<file path="src/brf_pkg.sv">
// Shared constants for the received-byte ring FIFO: depth, pointer width,
// item action codes and the eight-byte reset sequence. No dependencies.
package brf_pkg;

  // Ring depth; one slot always stays empty
  localparam int unsigned FIFO_DEPTH = 256;
  localparam int unsigned PTR_W      = $clog2(FIFO_DEPTH);

  // Length of the magic reset sequence
  localparam int unsigned SEQ_LEN    = 8;

  // Item action codes
  typedef enum logic {
    ACT_WRITE = 1'b0,
    ACT_READ  = 1'b1
  } action_e;

  typedef logic [7:0] byte_t;
  typedef logic [PTR_W-1:0] ptr_t;

  // Reset sequence, oldest byte first
  localparam byte_t RST_SEQ [SEQ_LEN] = '{
    8'h03, 8'h14, 8'h00, 8'h02, 8'h81, 8'hC1, 8'h0D, 8'h0A
  };

endpackage

</file>
<file path="src/byte_ring_fifo_with_magic_reset.sv">
// Received-byte ring FIFO with magic reset sequence detection.
// Depends on brf_pkg for depth, action codes and the sequence bytes.
//
// Usage:
//   Input channel (in_valid_i / in_stall_o) carries one beat per item:
//   action_i selects a write of write_byte_i or a read of the oldest byte.
//   Output channel (out_valid_o / out_stall_i) returns one beat per item
//   with read_valid_o, read_data_o, write_dropped_o and reset_request_o.
//   A write, a dropped write and a read of an empty FIFO produce their
//   result beat in the cycle after acceptance, and the next item can follow
//   in the next cycle. A read of a stored byte goes through the synchronous
//   byte memory read and then the result register; the input stalls
//   during the memory read. Sustained rate: one write per cycle while the
//   receiver does not stall; no new item is taken during a memory read.
//   The byte memory has one write and one read port. The last seven bytes
//   behind the write pointer are mirrored in a small history register, so
//   the sequence check never needs the memory and the memory needs no
//   clearing pass after reset: reads only reach slots that were written.
//   Reset empties the FIFO and zeroes the history. While the receiver
//   stalls, the result beat holds and the input stalls too.
module byte_ring_fifo_with_magic_reset (
  input  logic         clk_i,
  input  logic         rst_ni,
  input  logic         in_valid_i,
  output logic         in_stall_o,
  input  logic         action_i,
  input  brf_pkg::byte_t write_byte_i,
  output logic         out_valid_o,
  input  logic         out_stall_i,
  output logic         read_valid_o,
  output brf_pkg::byte_t read_data_o,
  output logic         write_dropped_o,
  output logic         reset_request_o
);
  import brf_pkg::*;

  localparam int unsigned HIST_LEN = SEQ_LEN - 1;
  localparam ptr_t PTR_LAST = PTR_W'(FIFO_DEPTH - 1);

  // Byte memory, one write and one registered read port
  byte_t byte_mem [FIFO_DEPTH];
  byte_t rd_data_q;

  ptr_t  wr_ptr_q, wr_ptr_d;
  ptr_t  rd_ptr_q, rd_ptr_d;
  ptr_t  wr_ptr_nxt, rd_ptr_nxt;
  byte_t hist_q [HIST_LEN];   // index 0 is the newest byte behind wr_ptr_q
  logic  pend_q;              // memory read in flight

  logic  out_valid_q, read_valid_q, dropped_q, rst_req_q;
  byte_t read_data_q;

  logic  accept, out_free, empty, full, seq_hit;
  logic  do_write, do_read;

  // Wrap pointers at any depth
  assign wr_ptr_nxt = (wr_ptr_q == PTR_LAST) ? '0 : wr_ptr_q + 1'b1;
  assign rd_ptr_nxt = (rd_ptr_q == PTR_LAST) ? '0 : rd_ptr_q + 1'b1;
  assign empty      = (rd_ptr_q == wr_ptr_q);
  assign full       = (wr_ptr_nxt == rd_ptr_q);

  // Accept when no read is in flight and the result slot frees up
  assign out_free   = !out_valid_q || !out_stall_i;
  assign in_stall_o = pend_q || !out_free;
  assign accept     = in_valid_i && !in_stall_o;
  assign do_write   = accept && (action_e'(action_i) == ACT_WRITE) && !full;
  assign do_read    = accept && (action_e'(action_i) == ACT_READ) && !empty;

  // Compare history plus incoming byte against the sequence
  always_comb begin
    seq_hit = (write_byte_i == RST_SEQ[SEQ_LEN-1]);
    for (int k = 0; k < HIST_LEN; k++) begin
      if (hist_q[k] != RST_SEQ[HIST_LEN-1-k]) seq_hit = 1'b0;
    end
  end

  // Advance pointers
  always_comb begin
    wr_ptr_d = wr_ptr_q;
    rd_ptr_d = rd_ptr_q;
    if (do_write && !seq_hit) wr_ptr_d = wr_ptr_nxt;
    if (do_read) rd_ptr_d = rd_ptr_nxt;
  end

  // Byte memory write and read
  always_ff @(posedge clk_i) begin
    if (do_write) byte_mem[wr_ptr_q] <= write_byte_i;
    if (do_read) rd_data_q <= byte_mem[rd_ptr_q];
  end

  // Pointers, history and pending flag
  always_ff @(posedge clk_i or negedge rst_ni) begin
    if (!rst_ni) begin
      wr_ptr_q <= '0;
      rd_ptr_q <= '0;
      pend_q   <= 1'b0;
      for (int k = 0; k < HIST_LEN; k++) hist_q[k] <= '0;
    end else begin
      wr_ptr_q <= wr_ptr_d;
      rd_ptr_q <= rd_ptr_d;
      pend_q   <= do_read;
      // Shift in the stored byte when the write pointer moves past it
      if (do_write && !seq_hit) begin
        hist_q[0] <= write_byte_i;
        for (int k = 1; k < HIST_LEN; k++) hist_q[k] <= hist_q[k-1];
      end
    end
  end

  // Result register
  always_ff @(posedge clk_i or negedge rst_ni) begin
    if (!rst_ni) begin
      out_valid_q  <= 1'b0;
      read_valid_q <= 1'b0;
      read_data_q  <= '0;
      dropped_q    <= 1'b0;
      rst_req_q    <= 1'b0;
    end else if (pend_q) begin
      // Finish a read of a stored byte
      out_valid_q  <= 1'b1;
      read_valid_q <= 1'b1;
      read_data_q  <= rd_data_q;
      dropped_q    <= 1'b0;
      rst_req_q    <= 1'b0;
    end else if (accept && !do_read) begin
      // Write, dropped write or empty read
      out_valid_q  <= 1'b1;
      read_valid_q <= 1'b0;
      read_data_q  <= '0;
      dropped_q    <= (action_e'(action_i) == ACT_WRITE) && full;
      rst_req_q    <= do_write && seq_hit;
    end else if (out_free) begin
      out_valid_q  <= 1'b0;
    end
  end

  assign out_valid_o     = out_valid_q;
  assign read_valid_o    = read_valid_q;
  assign read_data_o     = read_data_q;
  assign write_dropped_o = dropped_q;
  assign reset_request_o = rst_req_q;

  // A memory read in flight never meets a pending result beat
  a_pend_slot_free: assert property (@(posedge clk_i) disable iff (!rst_ni)
    pend_q |-> !out_valid_q)
    else $error("read in flight while result slot occupied");

  // A read of a stored byte returns its beat in the cycle after the memory read
  a_read_returns: assert property (@(posedge clk_i) disable iff (!rst_ni)
    do_read |=> ##1 (out_valid_q && read_valid_q))
    else $error("stored-byte read did not produce a valid beat");

  // Result flags are exclusive
  a_flags_excl: assert property (@(posedge clk_i) disable iff (!rst_ni)
    out_valid_o |-> ($countones({read_valid_o, write_dropped_o, reset_request_o}) <= 1))
    else $error("more than one result flag set");

  // A reset request holds the write pointer
  a_rreq_hold: assert property (@(posedge clk_i) disable iff (!rst_ni)
    (do_write && seq_hit) |=> (wr_ptr_q == $past(wr_ptr_q)))
    else $error("write pointer moved on reset request");

  // Data is zero when no byte is returned
  a_data_zero: assert property (@(posedge clk_i) disable iff (!rst_ni)
    (out_valid_o && !read_valid_o) |-> (read_data_o == '0))
    else $error("nonzero data without a read byte");

endmodule
</file>
<file path="config.mk">
export PLATFORM = sky130hd
export DESIGN_NAME = byte_ring_fifo_with_magic_reset
export DESIGN_NICKNAME = d
export VERILOG_FILES = /design/src/brf_pkg.sv /design/src/byte_ring_fifo_with_magic_reset.sv
export SDC_FILE = /design/constraint.sdc
export NUM_CORES = 2
export LEC_CHECK = 0
export BUFFER_PORTS_ARGS = -buffer_cell sky130_fd_sc_hd__buf_4
export CELL_PAD_IN_SITES_DETAIL_PLACEMENT = 1
export CELL_PAD_IN_SITES_GLOBAL_PLACEMENT = 2
export CORE_ASPECT_RATIO = 1.25
export CORE_MARGIN = 2
export CORE_UTILIZATION = 50
export CTS_CLUSTER_SIZE = 24
export DETAILED_ROUTE_END_ITERATION = 8
export PLACE_DENSITY = 0.78
export SYNTH_ARGS = -nofsm -noshare
export SYNTH_HDL_FRONTEND = slang
export SYNTH_SLANG_ARGS = --single-unit
</file>
<file path="constraint.sdc">
create_clock -name clk_i -period 3.8 [get_ports clk_i]
set_input_delay 0.19 -clock clk_i [delete_from_list [all_inputs] [get_ports clk_i]]
set_output_delay 0.19 -clock clk_i [all_outputs]
set_load 0.05 [all_outputs]
</file>
==> results.sh <==
export IMPL_status="complete, no violations"
export IMPL_synthFlopType="edfxtp_1"
export IMPL_crit_path_max_fanout=23
export IMPL_arrival_ps=4430
export IMPL_dr_pass1_iters=5
export IMPL_min_path_type="in -> reg"
export IMPL_final_min_clock_period_ps=3720
export IMPL_clock_latency_ps=850
export IMPL_grt_pass1_wl_um=344000
export IMPL_wl_um=240000
export IMPL_p_leak_nw=30.3
export IMPL_ir_drop_mv=0.491
export IMPL_cts_setup_buffers=0
export IMPL_worst_slew_pin_slew_ps=1460
export IMPL_max_slew_margin_rel_pct=2.92
export IMPL_grt_pass1_vias=45600
export IMPL_synth_edf_count=2056
export IMPL_wl_per_cell_um=35.5
export IMPL_synth_yosys_seq_area_share_pct=76.7
export IMPL_gp_congestion=0.879
export IMPL_initial_utilization_pct=50.3
export IMPL_multi_input_area_mm2=0.0182
export IMPL_synth_top_area_cell="edfxtp_1"
export IMPL_cts_htree_levels=4
export IMPL_required_ps=4510
export IMPL_fillers=14100
export IMPL_drtIter0Drc=5295
export IMPL_area_growth_syn_to_layout_pct=14.2
export IMPL_clkSlewWorstSetupHoldPaths_ps=70
export IMPL_ys_types=66
export IMPL_fin_worst_skew_ps=29.8
export IMPL_async_flop_share_pct=3.97
export IMPL_ys_ff_latch=2141
export IMPL_fin_crit_sh_pct=97.9
export IMPL_grt_remaining_overflow=0
export IMPL_hpwlAfterDp_um=153000
export IMPL_numCtsBuffers=196
export IMPL_dieArea_mm2=0.170
export IMPL_ys_warn_count=0
export IMPL_rsz0062_at_grt="false"
export IMPL_critical_path_startpoint_type="register"
export IMPL_dp_slack_ps=85.9
export IMPL_cts_buffer_depth=3
export IMPL_drc=0
export IMPL_grt_max_degree=218
export IMPL_yosys_top_cells_area="edfxtp_1 74%, mux4_2 12%, dfrtp_1 2.6%"
export IMPL_fin_tns_setup_ps=0
export IMPL_finalHoldViolCount=0
export IMPL_viasPerCell=6.39
export IMPL_synth_area_mm2=0.0833
export IMPL_crit_type="reg -> reg"
export IMPL_drive_above_1_share_pct=26.7
export IMPL_synth_top_area_share_pct=74.1
export IMPL_root_buffer="clkbuf_16"
export IMPL_avgSynthCellArea_um2=20.5
export IMPL_vias=43300
export IMPL_cts_sinks=2141
export IMPL_synth_fp_nets=4084
export IMPL_port_buffers=25
export IMPL_cts_tree="yes"
export IMPL_p_per_area_mw_per_mm2=670
export IMPL_io_pins=26
export IMPL_setup_violations=0
export IMPL_num_rows=167
export IMPL_syn_inst=4066
export IMPL_final_setup_worst_slack_ps=79.4
export IMPL_nets=4420
export IMPL_whs_ps=258
export IMPL_grt_usage_pct=28.7
export IMPL_antenna_found_initial=4
export IMPL_slew_violations=0
export IMPL_cp_end_kind="register"
export IMPL_core_mm2=0.165
export IMPL_die_y_um=460
export IMPL_max_cap_violations=0
export IMPL_regArea_mm2=0.0639
export IMPL_die_w_um=369
export IMPL_antenna_left=0
export IMPL_fmax_mhz=269
-- cells by family after synthesis --
kind of cell | count (synthesis) | synth area share (%)
flip-flops | 2141 | 76.7
multiplexers | 679 | 15.2
AND/OR/NAND/NOR | 561 | 2.94
AO/OA/AOI/OAI | 400 | 3.36
buffers and inverters | 260 | 1.55
XOR/XNOR | 20 | 0.210
adder cells (fa/ha/maj) | 5 | 0.0751
-- layout by cell type (no fill, tap or decap), types with 51 or more instances in the layout --
cell type  netlist  layout
a22oi_1         72      72
mux2_2          51      51
edfxtp_1      2056    2056
a21oi_1         72      72
o21ai_0         62      62
mux2i_1        157     157
buf_4           35     319
clkbuf_16        0     202
mux4_2         462     462
nor2_1         293     291
dfrtp_1         85      79
nand2_1        131     131
-- metrics by stage --
stage | power [mW] | cells | util (%) | area (µm²)
after global placement | 43.4 | 6385 | 53.3 | 88300
final | 63.7 | 6771 | 57.5 | 95100
after global routing | 65.3 | 6771 | 57.5 | 95100
after CTS | 63.8 | 6770 | 57.5 | 95100
after detailed placement | 43.6 | 6385 | 53.3 | 88300
after floorplan | 36.4 | 4066 | - | 83300
-- state kept, by name, summed over array words and instances, names as in the netlist, 8 cells and up --
| name | count |
|---|---|
| hist_q | 56 |
| rd_data_q | 8 |
| wr_ptr_q | 8 |
| read_data_o | 8 |
| byte_mem | 2048 |
| rd_ptr_q | 8 |
-- worst paths after layout --
| kind | from | to | slack, ps | depth (start not counted) |
|---|---|---|---|---|
| max | rd_ptr_q[0] | rd_data_q[0] | 80 | 9 |
| min | write_byte_i[7] | byte_mem[0][7] | 260 | 2 |
| max reg2reg | rd_ptr_q[0] | rd_data_q[0] | 80 | 9 |
| min reg2reg | read_valid_o | read_valid_o | 490 | 1 |
| max in group asynchronous | rst_ni | hist_q[20] | 2780 | 4 |
| min in group asynchronous | rst_ni | wr_ptr_q[6] | 330 | 3 |
-- cell usage after synthesis, types with 17 or more instances --
library cell,count
a221oi_1,37
dfrtp_1,85
edfxtp_1,2056
nand2_1,131
o22ai_1,29
nor2_1,293
buf_2,95
a21oi_1,72
mux2i_1,157
buf_1,19
nor2b_1,17
nand3_1,36
clkbuf_1,92
a22o_1,20
buf_4,35
a211oi_1,29
mux2_2,51
a22oi_1,72
o21ai_0,62
mux4_2,462
-- metal layers --
layer / vias up / GRT usage (%) / routed length [µm]
met4: 2 / 12.3 / 11700
met5: - / 0 / 13
met1: 23100 / 37.8 / 89900
met2: 2167 / 46.9 / 119000
met3: 491 / 5.46 / 19800
li1: 17500 / - / -
-- layout make-up --
class	count	share of cell area, %
sequential	2141	67.2
multi-input combinational	1665	19.1
clock buffer	239	5.50
timing repair buffer	388	3.77
tap	2197	2.89
clock inverter	130	1.46
inverter	10	0.0421
antenna	1	0.00263
-- critical path, stage by stage, from the launching register on --
cell and delay, ps:
dfrtp_4 650, buf_12 210, buf_12 210, nand3b_1 750
o22ai_1 370, a211oi_1 110, a21oi_1 300, nor2_1 70
a22oi_1 550, a32o_1 280
-- power by group --
part           switching [mW]  total [mW]  internal [mW]
combinational            9.66        16.4           6.73
clock                    8.79        20.4           11.6
sequential              0.580        26.9           26.3
total                    19.0        63.7           44.6
-- repair_timing --
action / 4_1_cts / 5_1_grt
endpoints found under the setup margin: 1 / 8
endpoints found under the hold margin: 270 / 0
resized for setup: 1 / 1
hold buffers: 16 / 0
Power figures use the tool's default switching activity.
